--- src/sv/cmps_pkg.sv ---
// Shared constants, types and lookup functions for the CAN motor position sequencer.
`timescale 1ns / 1ps

package cmps_pkg;

  localparam int unsigned NumMotors = 6;
  localparam int unsigned MotorW    = 3;
  localparam int unsigned CanIdW    = 11;
  localparam int unsigned PayloadW  = 64;
  localparam int unsigned AngleW    = 16;
  localparam int unsigned TargetW   = 32;
  localparam int unsigned ParamW    = 16;
  localparam int unsigned TickW     = 32;
  localparam int unsigned CfgIdxW   = 3;
  localparam int unsigned CfgDataW  = 32;
  localparam int unsigned InDataW   = 80;
  localparam int unsigned OutDataW  = 96;

  localparam logic [7:0]        CmdCode     = 8'hA4;
  localparam logic [CanIdW-1:0] ReplyOffset = 11'h100;

  localparam logic [ParamW-1:0] ResendReset = 16'd10;
  localparam logic [ParamW-1:0] BandReset   = 16'd100;

  localparam logic [CfgIdxW-1:0] CfgResend = 3'd6;
  localparam logic [CfgIdxW-1:0] CfgBand   = 3'd7;

  localparam logic [MotorW-1:0] LastMotor = MotorW'(NumMotors - 1);

  typedef enum logic [1:0] {
    EVT_NONE    = 2'd0,
    EVT_SENT    = 2'd1,
    EVT_FB      = 2'd2,
    EVT_REACHED = 2'd3
  } evt_e;

  typedef enum logic {
    ACT_TICK  = 1'b0,
    ACT_FRAME = 1'b1
  } act_e;

  function automatic logic [CanIdW-1:0] motor_can_id(input logic [MotorW-1:0] m);
    logic [CanIdW-1:0] id;
    unique case (m)
      3'd0:    id = 11'h142;
      3'd1:    id = 11'h144;
      3'd2:    id = 11'h145;
      3'd3:    id = 11'h146;
      3'd4:    id = 11'h147;
      3'd5:    id = 11'h148;
      default: id = 11'h142;
    endcase
    return id;
  endfunction

  function automatic logic [ParamW-1:0] motor_speed(input logic [MotorW-1:0] m);
    logic [ParamW-1:0] s;
    unique case (m)
      3'd0:    s = 16'd300;
      3'd5:    s = 16'd75;
      default: s = 16'd50;
    endcase
    return s;
  endfunction

endpackage

--- src/sv/cmps_eval.sv ---
// Feedback evaluation: checks whether a reported angle lies inside the band around the target.
`timescale 1ns / 1ps

module cmps_eval (
  input  logic signed [cmps_pkg::TargetW-1:0] target_i,
  input  logic signed [cmps_pkg::AngleW-1:0]  angle_i,
  input  logic        [cmps_pkg::ParamW-1:0]  band_i,
  output logic                                reached_o
);

  localparam int unsigned ErrW = 34;

  logic signed [ErrW-1:0] angle_x;
  logic signed [ErrW-1:0] centi;
  logic signed [ErrW-1:0] err;
  logic        [ErrW-1:0] err_abs;

  // degrees to centidegrees: x*100 = x*64 + x*32 + x*4
  assign angle_x = ErrW'(angle_i);
  assign centi   = (angle_x <<< 6) + (angle_x <<< 5) + (angle_x <<< 2);
  assign err     = ErrW'(target_i) - centi;
  assign err_abs = err[ErrW-1] ? ErrW'(-err) : ErrW'(err);

  assign reached_o = err_abs < {{(ErrW - cmps_pkg::ParamW){1'b0}}, band_i};

endmodule

--- src/sv/can_motor_position_sequencer_core.sv ---
// Top level: six-motor CAN position command sequencer with feedback-driven advance.
`timescale 1ns / 1ps

// Channel   | Dir | Handshake                   | Payload
// s_axis    | in  | s_axis_tvalid/s_axis_tready | tuser action, tdata frame_id, frame_payload
// m_axis    | out | m_axis_tvalid/m_axis_tready | tuser event_res, tdata result fields
// cfg       | in  | cfg_valid_i/cfg_ready_o     | cfg_index_i register, cfg_data_i value
//
// One item per clock unless the output stalls; input register, then result register.
// Per-motor state and the tick counter update when the held item moves into the
// result register, so each item sees everything its predecessors left.
// A stalled output holds the result register and the input register in turn.
// Reset clears all control state; targets return to 0, interval 10, band 100.

module can_motor_position_sequencer_core (
  input  logic                                clk_i,
  input  logic                                rst_ni,

  input  logic                                s_axis_tvalid,
  output logic                                s_axis_tready,
  input  logic                                s_axis_tuser,  // [0] action
  input  logic [cmps_pkg::InDataW-1:0]        s_axis_tdata,  // [10:0] frame_id,
                                                             // [74:11] frame_payload
  output logic                                m_axis_tvalid,
  input  logic                                m_axis_tready,
  output logic [1:0]                          m_axis_tuser,  // [1:0] event_res
  output logic [cmps_pkg::OutDataW-1:0]       m_axis_tdata,  // [2:0] motor_index,
                                                             // [13:3] cmd_id,
                                                             // [77:14] cmd_payload,
                                                             // [93:78] feedback_angle,
                                                             // [94] cycle_done
  input  logic                                cfg_valid_i,
  output logic                                cfg_ready_o,
  input  logic [cmps_pkg::CfgIdxW-1:0]        cfg_index_i,
  input  logic [cmps_pkg::CfgDataW-1:0]       cfg_data_i
);

  localparam int unsigned N = cmps_pkg::NumMotors;

  // configuration
  logic [cmps_pkg::TargetW-1:0] target_q [N];
  logic [cmps_pkg::ParamW-1:0]  resend_q;
  logic [cmps_pkg::ParamW-1:0]  band_q;

  // sequencer state
  logic [cmps_pkg::MotorW-1:0]  cur_q;
  logic [N-1:0]                 reached_q;
  logic [N-1:0]                 sent_q;
  logic [cmps_pkg::TickW-1:0]   last_tick_q [N];
  logic [cmps_pkg::TickW-1:0]   tick_q;

  // input register
  logic                          in_valid_q;
  logic                          in_action_q;
  logic [cmps_pkg::CanIdW-1:0]   in_id_q;
  logic [cmps_pkg::PayloadW-1:0] in_payload_q;

  // result register
  logic                          out_valid_q;
  cmps_pkg::evt_e                out_evt_q;
  logic [cmps_pkg::MotorW-1:0]   out_motor_q;
  logic [cmps_pkg::CanIdW-1:0]   out_cid_q;
  logic [cmps_pkg::PayloadW-1:0] out_cpl_q;
  logic [cmps_pkg::AngleW-1:0]   out_fb_q;
  logic                          out_wrap_q;

  logic                          advance;
  logic                          load;
  logic                          is_tick;
  logic [cmps_pkg::TickW-1:0]    tick_d;
  logic [cmps_pkg::TickW-1:0]    elapsed;
  logic                          send;
  logic                          frame_hit;
  logic [cmps_pkg::AngleW-1:0]   raw_angle;
  logic                          fb_reached;
  logic                          reach;
  logic                          wrap;
  cmps_pkg::evt_e                evt_d;

  assign advance       = !out_valid_q || m_axis_tready;
  assign load          = in_valid_q && advance;
  assign s_axis_tready = !in_valid_q || advance;
  assign cfg_ready_o   = 1'b1;

  assign is_tick   = (cmps_pkg::act_e'(in_action_q) == cmps_pkg::ACT_TICK);
  assign tick_d    = tick_q + cmps_pkg::TickW'(1);
  assign elapsed   = tick_d - last_tick_q[cur_q];
  assign send      = is_tick && !reached_q[cur_q] &&
                     (!sent_q[cur_q] ||
                      elapsed >= {{(cmps_pkg::TickW - cmps_pkg::ParamW){1'b0}}, resend_q});
  assign frame_hit = !is_tick &&
                     (in_id_q == cmps_pkg::motor_can_id(cur_q) + cmps_pkg::ReplyOffset) &&
                     (in_payload_q[7:0] == cmps_pkg::CmdCode);
  assign raw_angle = in_payload_q[63:48];
  assign reach     = frame_hit && fb_reached;
  assign wrap      = reach && (cur_q == cmps_pkg::LastMotor);

  cmps_eval u_eval (
    .target_i  (target_q[cur_q]),
    .angle_i   (raw_angle),
    .band_i    (band_q),
    .reached_o (fb_reached)
  );

  always_comb begin
    if (send) begin
      evt_d = cmps_pkg::EVT_SENT;
    end else if (reach) begin
      evt_d = cmps_pkg::EVT_REACHED;
    end else if (frame_hit) begin
      evt_d = cmps_pkg::EVT_FB;
    end else begin
      evt_d = cmps_pkg::EVT_NONE;
    end
  end

  always_ff @(posedge clk_i or negedge rst_ni) begin
    if (!rst_ni) begin
      for (int i = 0; i < N; i++) begin
        target_q[i] <= '0;
      end
      resend_q <= cmps_pkg::ResendReset;
      band_q   <= cmps_pkg::BandReset;
    end else if (cfg_valid_i) begin
      if (cfg_index_i == cmps_pkg::CfgResend) begin
        resend_q <= cfg_data_i[cmps_pkg::ParamW-1:0];
      end else if (cfg_index_i == cmps_pkg::CfgBand) begin
        band_q <= cfg_data_i[cmps_pkg::ParamW-1:0];
      end else if (cfg_index_i < cmps_pkg::CfgIdxW'(N)) begin
        target_q[cfg_index_i] <= cfg_data_i;
      end
    end
  end

  // input register
  always_ff @(posedge clk_i or negedge rst_ni) begin
    if (!rst_ni) begin
      in_valid_q  <= 1'b0;
      in_action_q <= 1'b0;
    end else if (s_axis_tready) begin
      in_valid_q  <= s_axis_tvalid;
      in_action_q <= s_axis_tuser;
    end
  end

  always_ff @(posedge clk_i) begin
    if (s_axis_tready && s_axis_tvalid) begin
      in_id_q      <= s_axis_tdata[10:0];
      in_payload_q <= s_axis_tdata[74:11];
    end
  end

  // sequencer state, advanced as the held item moves into the result register
  always_ff @(posedge clk_i or negedge rst_ni) begin
    if (!rst_ni) begin
      cur_q     <= '0;
      reached_q <= '0;
      sent_q    <= '0;
      tick_q    <= '0;
      for (int i = 0; i < N; i++) begin
        last_tick_q[i] <= '0;
      end
    end else if (load) begin
      if (is_tick) begin
        tick_q <= tick_d;
      end
      if (send) begin
        sent_q[cur_q]      <= 1'b1;
        last_tick_q[cur_q] <= tick_d;
      end
      if (wrap) begin
        cur_q     <= '0;
        reached_q <= '0;
      end else if (reach) begin
        cur_q            <= cur_q + cmps_pkg::MotorW'(1);
        reached_q[cur_q] <= 1'b1;
      end
    end
  end

  // result register
  always_ff @(posedge clk_i or negedge rst_ni) begin
    if (!rst_ni) begin
      out_valid_q <= 1'b0;
      out_evt_q   <= cmps_pkg::EVT_NONE;
      out_wrap_q  <= 1'b0;
    end else if (advance) begin
      out_valid_q <= in_valid_q;
      if (in_valid_q) begin
        out_evt_q  <= evt_d;
        out_wrap_q <= wrap;
      end
    end
  end

  always_ff @(posedge clk_i) begin
    if (load) begin
      out_motor_q <= cur_q;
      out_cid_q   <= send ? cmps_pkg::motor_can_id(cur_q) : '0;
      out_cpl_q   <= send ? {target_q[cur_q], cmps_pkg::motor_speed(cur_q), 8'h00,
                             cmps_pkg::CmdCode} : '0;
      out_fb_q    <= frame_hit ? raw_angle : '0;
    end
  end

  assign m_axis_tvalid = out_valid_q;
  assign m_axis_tuser  = out_evt_q;
  assign m_axis_tdata  = {1'b0, out_wrap_q, out_fb_q, out_cpl_q, out_cid_q, out_motor_q};

`ifndef NO_ASSERTIONS
  a_motor_range: assert property (@(posedge clk_i) disable iff (!rst_ni)
    cur_q <= cmps_pkg::LastMotor)
    else $error("current motor out of range");

  a_wrap_clears: assert property (@(posedge clk_i) disable iff (!rst_ni)
    load && wrap |=> cur_q == '0 && reached_q == '0)
    else $error("wrap did not clear reached marks");

  a_wrap_is_reach: assert property (@(posedge clk_i) disable iff (!rst_ni)
    out_valid_q && out_wrap_q |-> out_evt_q == cmps_pkg::EVT_REACHED &&
      out_motor_q == cmps_pkg::LastMotor)
    else $error("cycle_done without reach of last motor");

  a_cmd_only_on_send: assert property (@(posedge clk_i) disable iff (!rst_ni)
    out_valid_q && out_evt_q != cmps_pkg::EVT_SENT |-> out_cid_q == '0 && out_cpl_q == '0)
    else $error("command fields set without a send");

  a_no_send_when_reached: assert property (@(posedge clk_i) disable iff (!rst_ni)
    load && reached_q[cur_q] |-> !send)
    else $error("command sent to a reached motor");
`endif

endmodule

--- config.mk ---
export PLATFORM = sky130hd
export DESIGN_NAME = can_motor_position_sequencer_core
export DESIGN_NICKNAME = d
export VERILOG_FILES = /design/src/sv/cmps_pkg.sv /design/src/sv/cmps_eval.sv /design/src/sv/can_motor_position_sequencer_core.sv
export SDC_FILE = /design/constraint.sdc
export NUM_CORES = 1
export LEC_CHECK = 0
export BUFFER_PORTS_ARGS = -buffer_cell sky130_fd_sc_hd__buf_2
export CAP_MARGIN = 20
export CORE_MARGIN = 2
export CORE_UTILIZATION = 40
export CTS_BUF_LIST = sky130_fd_sc_hd__clkbuf_8
export CTS_CLUSTER_SIZE = 14
export DETAILED_ROUTE_END_ITERATION = 7
export SLEW_MARGIN = 20
export SYNTH_ARGS = -nofsm -noshare
export SYNTH_HDL_FRONTEND = slang
export SYNTH_SLANG_ARGS = --single-unit
--- constraint.sdc ---
create_clock -name clk_i -period 8.5 [get_ports clk_i]
set_clock_uncertainty 0.15 [all_clocks]
set_input_delay 1.275 -clock clk_i [delete_from_list [all_inputs] [get_ports clk_i]]
set_output_delay 1.275 -clock clk_i [all_outputs]
set_load 0.005 [all_outputs]
Word-level counts from Yosys, hierarchy flattened
Index checks and enable logic that the tools add are counted.
{"block": "word_totals", "input_bits": 121, "ff_bits": 638}
{"block": "classes", "n_reduce_logical": 27, "eq_ne": 9, "addsub": 8, "n_lt_le_gt_ge": 9, "n_mux": 29, "bitwise": 7}
{"operator": "$bwmux W192", "n": 2}
{"operator": "$bmux W32 S3", "n": 2}
{"operator": "$demux W32 S3", "n": 2}
{"operator": "$mux W32", "n": 6}
{"operator": "$lt A34 B16 Y1", "n": 1}
{"operator": "$mux W34", "n": 1}
{"operator": "$neg A34 Y34", "n": 1}
{"operator": "$sub A32 B34 Y34", "n": 1}
{"operator": "$add A32 B1 Y32 const B", "n": 1}
{"operator": "$ge A32 B16 Y1", "n": 1}
{"operator": "$sub A32 B32 Y32", "n": 1}
{"operator": "$add A23 B18 Y24", "n": 1}
{"operator": "$add A22 B21 Y23", "n": 1}
{"operator": "$pmux W4 S5", "n": 1}
{"operator": "$pmux W9 S2", "n": 1}
{"operator": "$eq A3 B3 Y1 const B", "n": 4}
{"operator": "$mux W6", "n": 2}
{"operator": "$or A6 B6 Y6", "n": 2}
{"operator": "$add A11 B9 Y11 const B", "n": 1}
{"operator": "$eq A11 B11 Y1", "n": 1}
{"operator": "$logic_and A1 B1 Y1", "n": 11}
{"operator": "$reduce_and A2 Y1", "n": 5}
{"operator": "$eq A8 B8 Y1 const B", "n": 1}
{"operator": "$ge A4 B4 Y1 const B", "n": 2}
{"operator": "other kinds (21)", "n": 37}

Depth between registers and ports, before layout
Gate-level depths: netlist of run 1.
{"block": "logic_depth", "ltp_word": 12, "mapped_depth": 41, "mapped_depth_nobuf": 38}

By module
From an unflattened synthesis of run 1, not the netlist that was laid out.
{"block": "unflattened", "hier_cells": 2662, "hier_area_um2": 31666.6}
{"mod": "can_motor_position_sequencer_core", "cells_per_inst": 2037, "area_each_um2": 27221.1, "instances": 1, "seq_area_each_um2": 14685.3}
{"mod": "cmps_eval", "cells_per_inst": 625, "area_each_um2": 4445.5, "instances": 1, "seq_area_each_um2": 0.0}

Least setup slack after synthesis of run 1
No wires, ideal clock.
{"block": "synth_timing", "path_type": "flip-flop to flip-flop", "from": "register in_payload_q[52] (netlist bit)", "to": "register reached_q[1]", "arrival_ps": 7820, "required_time_ps": 8229, "setup_slack_ps": 409, "synth_period_minus_slack_ps": 8091, "path_stages_with_launch": 42, "path_cell_list": "edfxtp_1 inv_1 fa_1 inv_1 ha_1 fa_1 a21o_1 a21oi_1 o21bai_1 a21oi_1 o21bai_1 a21oi_1 o21bai_1 a21oi_1 o21ai_0 a21o_1 a21oi_1 xor2_1 (+6 left out) clkbuf_1 clkbuf_1 a211o_1 o21ai_0 xnor2_1 ha_1 and4_1 nand3_1 nor2_1 nor3_1 nand4_1 a21oi_1 o311ai_0 a2111oi_2 o2111ai_2 or2_1 buf_6 o22a_1"}
{"block": "synth_between", "elab_chain_cells": 10}
{"element": "start: declaration", "line": "can_motor_position_sequencer_core.sv:56", "rtl": "logic [cmps_pkg::PayloadW-1:0] in_payload_q;"}
{"element": "start signal: assignment", "line": "can_motor_position_sequencer_core.sv:149", "rtl": "in_payload_q <= s_axis_tdata[74:11];"}
{"element": "$add A22 B21 Y23", "line": "cmps_eval.sv:20", "rtl": "assign centi = (angle_x <<< 6) + (angle_x <<< 5) + (angle_x <<< 2);"}
{"element": "$add A23 B18 Y24 *", "line": "cmps_eval.sv:20"}
{"element": "$sub A32 B34 Y34 *", "line": "cmps_eval.sv:21", "rtl": "assign err = ErrW'(target_i) - centi;"}
{"element": "$neg A34 Y34", "line": "cmps_eval.sv:22", "rtl": "assign err_abs = err[ErrW-1] ? ErrW'(-err) : ErrW'(err);"}
{"element": "$mux W34 *", "line": "cmps_eval.sv:22"}
{"element": "$lt A34 B16 Y1 *", "line": "cmps_eval.sv:24", "rtl": "assign reached_o = err_abs < {{(ErrW - cmps_pkg::ParamW){1'b0}}, band_i};"}
{"element": "$logic_and A1 B1 Y1 *", "line": "can_motor_position_sequencer_core.sv:95", "rtl": "assign reach = frame_hit && fb_reached;"}
{"element": "$logic_and A1 B1 Y1", "line": "can_motor_position_sequencer_core.sv:96", "rtl": "assign wrap = reach && (cur_q == cmps_pkg::LastMotor);"}
{"element": "$reduce_bool A2 Y1 (no source line)"}
{"element": "$reduce_and A2 Y1 (no source line)"}
{"element": "end signal: assignment", "line": "can_motor_position_sequencer_core.sv:157", "rtl": "reached_q <= '0;"}
{"element": "end signal: assignment", "line": "can_motor_position_sequencer_core.sv:173", "rtl": "reached_q <= '0;"}
{"element": "end signal: indexed assignment", "line": "can_motor_position_sequencer_core.sv:176", "rtl": "reached_q[cur_q] <= 1'b1;"}
{"element": "end: declaration", "line": "can_motor_position_sequencer_core.sv:47", "rtl": "logic [N-1:0] reached_q;"}
Mark *: on every way between the ends. The rest lies on a longest branch, timed or not.
A chain may end at the register's enable or synchronous reset.

Worst setup path in the final report of run 1
{"block": "layout_timing", "from": "register in_payload_q[48] (netlist bit)", "to": "register reached_q[4]"}
Same word-level chain as after synthesis.

==> impl_metrics.json, run 1 <==
{
  "ant_nets": 0,
  "ctsHtreeMaxLevel": 3,
  "gp_congestion": 0.874,
  "ys_seq_elements": 567,
  "fp.coreArea_sq_um": 76200,
  "fin_nets": 2967,
  "holdWs_ps": 317,
  "grt_start_max_net_pins": 183,
  "vias_per_cell": 5.46,
  "hold_viol_final": 0,
  "drt_iter0_drc": 1331,
  "min_period_ps": 8030,
  "ys_async_sr_fraction_pct": 82.7,
  "worst_pin_slew_ps": 1020,
  "finish.utilization_pct": 45.8,
  "clk_pin_slew_ps": 70,
  "fp.dieArea_sq_um": 79500,
  "vdd_drop_max_mv": 0.122,
  "slew_viol_final": 0,
  "pin_count": 222,
  "antenna_found_initial": 9,
  "clkLatencyLatePin_ps": 730,
  "num_vias": 20840,
  "synth_top_area_share_pct": 37.6,
  "cts_buffer_depth": 3,
  "crit_path_frequent_cell": "a21oi_2",
  "synth_edf_count": 98,
  "dr.pass1.iters": 5,
  "fmax_ghz": 0.125,
  "synth_ff_type": "dfrtp_1",
  "grtUsageTotal_pct": 19.8,
  "critPathTopFamily": "compound AO/OA/AOI/OAI gates",
  "synth_area_leaders": "dfrtp_1, mux2_2, edfxtp_1",
  "die_y_microns": 282,
  "grt_pass1_vias": 21773,
  "place_ws_ps": -236,
  "setup_violations": 0,
  "rows": 101,
  "grt-ovfl-total": 0,
  "power_density_nw_per_um2": 264,
  "post-route-period-util_pct": 94.5,
  "routed_wl_microns": 78400,
  "cp.required_ps": 8940,
  "status": "finished clean",
  "cap_violations": 0,
  "critPathMaxStageDelay_ps": 550,
  "cts_tree": "built",
  "fin_setup_tns_ps": 0,
  "io_buffers": 148,
  "worstPathArrival_ps": 8470,
  "synth_cells": 2534,
  "hp-class": "flip-flop to flip-flop",
  "cp_slowest_cell": "fa_1",
  "dp_hpwl_microns": 52900,
  "r2r_start": "in_payload_q[48]$_DFFE_PP_",
  "syn-cell-area_sq_um": 30900,
  "slew_headroom_pct": 31.9,
  "die_w_microns": 282,
  "worst-path-buf-inv": 4,
  "post-route-drc-count": 0,
  "path_max_fanout": 7,
  "start_kind": "flip-flop",
  "wl_per_cell_microns": 20.5,
  "syn_area_per_cell_sq_um": 12.2,
  "worst-setup-path-type": "flip-flop to flip-flop",
  "endpoint_kind": "flip-flop",
  "hold_start": "sent_q[4]$_DFFE_PN0P_",
  "startpoint": "in_payload_q[48]$_DFFE_PP_",
  "yosysSeqAreaShare_pct": 47.5,
  "cts_buffers": 96,
  "cts_sinks": 567,
  "syn_to_final_growth_pct": 13.0,
  "start_util_pct": 40.6,
  "p_leak_nw": 15.8,
  "drive_gt1_share_pct": 32.2,
  "cts_root_buffer": "clkbuf_8",
  "synthDistinctLibCells": 89,
  "grt_pass1_wl_microns": 123000,
  "synth_area_leader_cell": "dfrtp_1",
  "synth.yosys.warnings": 0,
  "fin_ws_ps": 469
}
## area by class of cell
class | instances | area, sq um
fill | 6914 | 41300
multi-input combinational | 1755 | 15300
sequential | 567 | 14700
clock buffer | 109 | 1500
timing repair buffer | 211 | 1370
tap | 1030 | 1290
clock inverter | 60 | 462
inverter | 81 | 304
antenna | 4 | 10.0
## sequential cells by signal, summed over array words and instances (netlist names)
signal         count
in_payload_q      24
out_motor_q        3
m_axis_tvalid      1
sent_q             6
resend_q          16
reached_q          6
out_cpl_q         39
in_id_q           11
in_valid_q         1
in_action_q        1
out_fb_q          16
target_q         192
out_cid_q          5
tick_q            32
m_axis_tuser       2
cur_q              3
last_tick_q      192
band_q            16
out_wrap_q         1
## timing repair
item | 4_1_cts | 5_1_grt
hold buffers | 0 | 0
buffers inserted | 0 | 2
pin swaps | 4 | 8
gates resized for setup | 6 | 16
setup endpoints to repair | 11 | 11
## routing by layer
| layer | up-vias | routed length, microns | global-route usage [%] |
|---|---|---|---|
| li1 | 9595 | - | - |
| met3 | 120 | 4210 | 3.41 |
| met5 | - | 36 | 0 |
| met4 | 6 | 1550 | 5.51 |
| met2 | 476 | 37200 | 32.6 |
| met1 | 10643 | 35400 | 26.8 |
## power by group
| part | total (mW) | leakage [nW] | switching [mW] | internal, mW |
|---|---|---|---|---|
| Combinational | 3.45 | 7.73 | 1.93 | 1.52 |
| Clock | 2.51 | 1.08 | 1.17 | 1.34 |
| Sequential | 3.24 | 7.00 | 0.161 | 3.08 |
## per-stage QoR
stage / std cells / total power [mW] / area, sq um
finish: 3817 / 9.21 / 34900
CTS: 3811 / 9.24 / 34800
floorplan: 2560 / 5.80 / 31000
detailed placement: 3642 / 6.66 / 32900
global route: 3814 / 9.84 / 34900
global placement: 3642 / 6.56 / 32900
## cell usage after synthesis, drive strengths merged, types with 8 or more instances
library cell / count
o211ai: 11
and3: 44
or2: 9
nand4: 26
o22a: 8
clkbuf: 79
ha: 118
xor2: 53
mux4: 66
a31oi: 12
nor2: 124
a21oi: 118
o21a: 13
nor4: 13
nor3: 27
fa: 16
nand3: 41
buf: 78
xnor2: 88
mux2: 418
o21bai: 15
and2: 23
inv: 80
o31ai: 9
a22oi: 8
a211oi: 15
o21ai: 88
a21o: 49
nand2: 118
mux2i: 75
edfxtp: 98
dfrtp: 464
nand2b: 19
## final timing paths
check | slack, ps | to | cells after the start
worst min-delay path | 320 | sent_q[4]$_DFFE_PN0P_ | 1
min in group asynchronous | 490 | last_tick_q[119]$_DFFE_PN0P_ | 1
worst max register to register | 470 | reached_q[4]$_DFFE_PN0P_ | 38
max in group asynchronous | 6040 | target_q[151]$_DFFE_PN0P_ | 2
worst max-delay path | 470 | reached_q[4]$_DFFE_PN0P_ | 38
worst min register to register | 320 | sent_q[4]$_DFFE_PN0P_ | 1
## layout by cell type (no fill, tap or decap), types with 10 or more instances in the layout
cell      instances
clkbuf_8        109
nor2_1          121
o211ai_1         10
edfxtp_1         98
dfrtp_1         462
nand3_1          40
o21bai_1         15
clkinv_2         18
fa_1             15
nand4_1          22
o21ai_0          80
conb_1           28
mux4_2           66
inv_1            98
nor3_1           24
buf_2           147
xnor2_1          88
a21o_1           49
buf_4            51
mux2i_1          75
and2_1           22
xor2_1           53
nand2b_1         19
o21a_1           13
a211oi_1         15
mux2_2          417
and3_1           44
buf_12           11
nand2_1         116
a31oi_1          12
ha_1            117
a21oi_1         110
## cells by family (layout without fill, tap and decap cells)
family / after synthesis / count (layout) / share of synthesized area, %
AND/OR/NAND/NOR: 487 / 487 / 8.03
XOR/XNOR: 141 / 141 / 4.00
AO/OA/AOI/OAI: 406 / 406 / 8.51
adder cells (fa/ha/maj): 134 / 134 / 5.81
other: 2 / 32 / 0.0243
flip-flops: 567 / 567 / 47.5
buffers and inverters: 238 / 461 / 3.63
multiplexers: 559 / 559 / 22.5
No activity file was read; power rests on OpenSTA's default activity.
==> run 2: changes to the inputs <==
CORE_ASPECT_RATIO = 0.9   (was not set)
clock period = 7.27 ns   (was 8.5 ns; I/O delays follow)
==> impl_metrics.json, run 2 (synthesis results as in run 1) <==
{
  "dp_hpwl_microns": 56200,
  "cts_sinks": 567,
  "worst-setup-path-type": "flip-flop to flip-flop",
  "clkLatencyLatePin_ps": 740,
  "post-route-period-util_pct": 106,
  "startpoint": "in_payload_q[49]$_DFFE_PP_",
  "crit_path_frequent_cell": "a21oi_2",
  "path_max_fanout": 5,
  "critPathMaxStageDelay_ps": 550,
  "rrSetupSlack_ps": -440,
  "hold_buffers": 0,
  "fin_setup_tns_ps": -4190,
  "cp_slowest_cell": "fa_1",
  "cts_root_buffer": "clkbuf_8",
  "fin_ws_ps": -437,
  "hold_viol_final": 0,
  "setup_violations": 11,
  "totalPowerFinal_mw": 11.3,
  "gp_congestion": 0.899,
  "r2r-end": "reached_q[1]$_DFFE_PN0P_",
  "cap_violations": 0,
  "syn_to_final_growth_pct": 17.5,
  "grt_pass1_vias": 22654,
  "slew_headroom_pct": 38.1,
  "instances_no_fill": 3966,
  "crit_path_end": "reached_q[1]$_DFFE_PN0P_",
  "top_regs": "last_tick_q x192, target_q x192, out_cpl_q x39",
  "worst_pin_slew_ps": 928,
  "fp.coreArea_sq_um": 76400,
  "status": "complete, but fails checks",
  "p_leak_nw": 16.7,
  "violations": "setup timing",
  "routed_wl_microns": 80200,
  "ctsHtreeMaxLevel": 3,
  "die_w_microns": 297,
  "pin_count": 222,
  "ant_nets": 0,
  "vias_per_cell": 5.39,
  "grt_pass1_wl_microns": 127000,
  "power_density_nw_per_um2": 310,
  "holdWs_ps": 288,
  "num_vias": 21373,
  "fin_area_sq_um": 36300,
  "fp.dieArea_sq_um": 79500,
  "worstPathArrival_ps": 8130,
  "hp-class": "input pin to asynchronous set/reset pin",
  "worstRegToRegCells": 40,
  "final_common_cell": "dfrtp_1",
  "vdd_drop_max_mv": 0.188,
  "grt_setup_unrepaired": "yes",
  "cts_buffers": 96,
  "fmax_ghz": 0.130,
  "die_y_microns": 268,
  "finish.utilization_pct": 47.5,
  "grtUsageTotal_pct": 20.3,
  "r2r_start": "in_payload_q[49]$_DFFE_PP_",
  "antenna_found_initial": 10,
  "slew_viol_final": 0,
  "wl_per_cell_microns": 20.2,
  "post-route-drc-count": 0,
  "drive_gt1_share_pct": 36.4,
  "start_kind": "flip-flop",
  "dr.pass1.iters": 5,
  "place_ws_ps": -831,
  "grt-ovfl-total": 0,
  "fin_nets": 3113,
  "start_util_pct": 40.5,
  "cts_buffer_depth": 3,
  "io_buffers": 148,
  "drt_iter0_drc": 1419,
  "cts_tree": "built",
  "cp.required_ps": 7690,
  "grt_start_max_net_pins": 172,
  "placed_cells": 3767,
  "rows": 96,
  "clk_pin_slew_ps": 60,
  "endpoint_kind": "flip-flop",
  "dpl_cell_area_sq_um": 33900,
  "min_period_ps": 7710,
  "layout.cells.most_common_list": "dfrtp_1, mux2_2, buf_4"
}
==> run 2: cell count changes in the layout (fill, tap and decap cells not counted), sizes merged <==
cell      change
clkinvlp      -3
clkinv       -14
buf         +145
inv          +15
clkbuf        +9
bufinv        -2
==> run 2: repair_timing <==
action	4_1_cts	5_1_grt
pin swaps	8	8
gates cloned	0	1
endpoints found under the setup margin	11	252
buffers inserted	12	7
gates resized for setup	21	26
==> run 2: worst min-delay path by stage <==
stage	startpoint	end	slack (ps)
5_1_grt	rst_ni	last_tick_q[114]$_DFFE_PN0P_	300
2_1_floorplan	sent_q[2]$_DFFE_PN0P_	sent_q[2]$_DFFE_PN0P_	280
3_3_place_gp	sent_q[1]$_DFFE_PN0P_	sent_q[1]$_DFFE_PN0P_	290
3_5_place_dp	sent_q[1]$_DFFE_PN0P_	sent_q[1]$_DFFE_PN0P_	310
4_1_cts	rst_ni	last_tick_q[83]$_DFFE_PN0P_	270
6_report	rst_ni	last_tick_q[115]$_DFFE_PN0P_	290
==> run 2: final cells by class <==
cell class	instances	area (sq um)
fill	6904	40100
multi-input combinational	1755	15400
sequential	567	14700
timing repair buffer	357	2570
clock buffer	117	1610
tap	1029	1290
clock inverter	56	387
inverter	81	304
antenna	4	10.0
==> run 2: critical path: cells and delay by family (launching register included) <==
family | cells | cell delay, ps
AO/OA/AOI/OAI | 22 | 3560
XOR/XNOR | 2 | 290
adder cells (fa/ha/maj) | 5 | 1690
buffers and inverters | 5 | 530
flip-flops | 1 | 380
AND/OR/NAND/NOR | 6 | 950
==> run 2: routing by layer <==
| layer | global-route usage [%] | wire, microns | up-vias |
|---|---|---|---|
| li1 | - | - | 9904 |
| met2 | 32.8 | 37400 | 493 |
| met1 | 27.9 | 36900 | 10829 |
| met5 | 0 | 60 | - |
| met3 | 3.91 | 4130 | 137 |
| met4 | 5.49 | 1700 | 10 |
==> run 2: where the power goes <==
group	total, mW	switching [mW]	internal (mW)
registers	3.78	0.180	3.60
logic	4.53	2.41	2.12
clock network	2.95	1.36	1.58
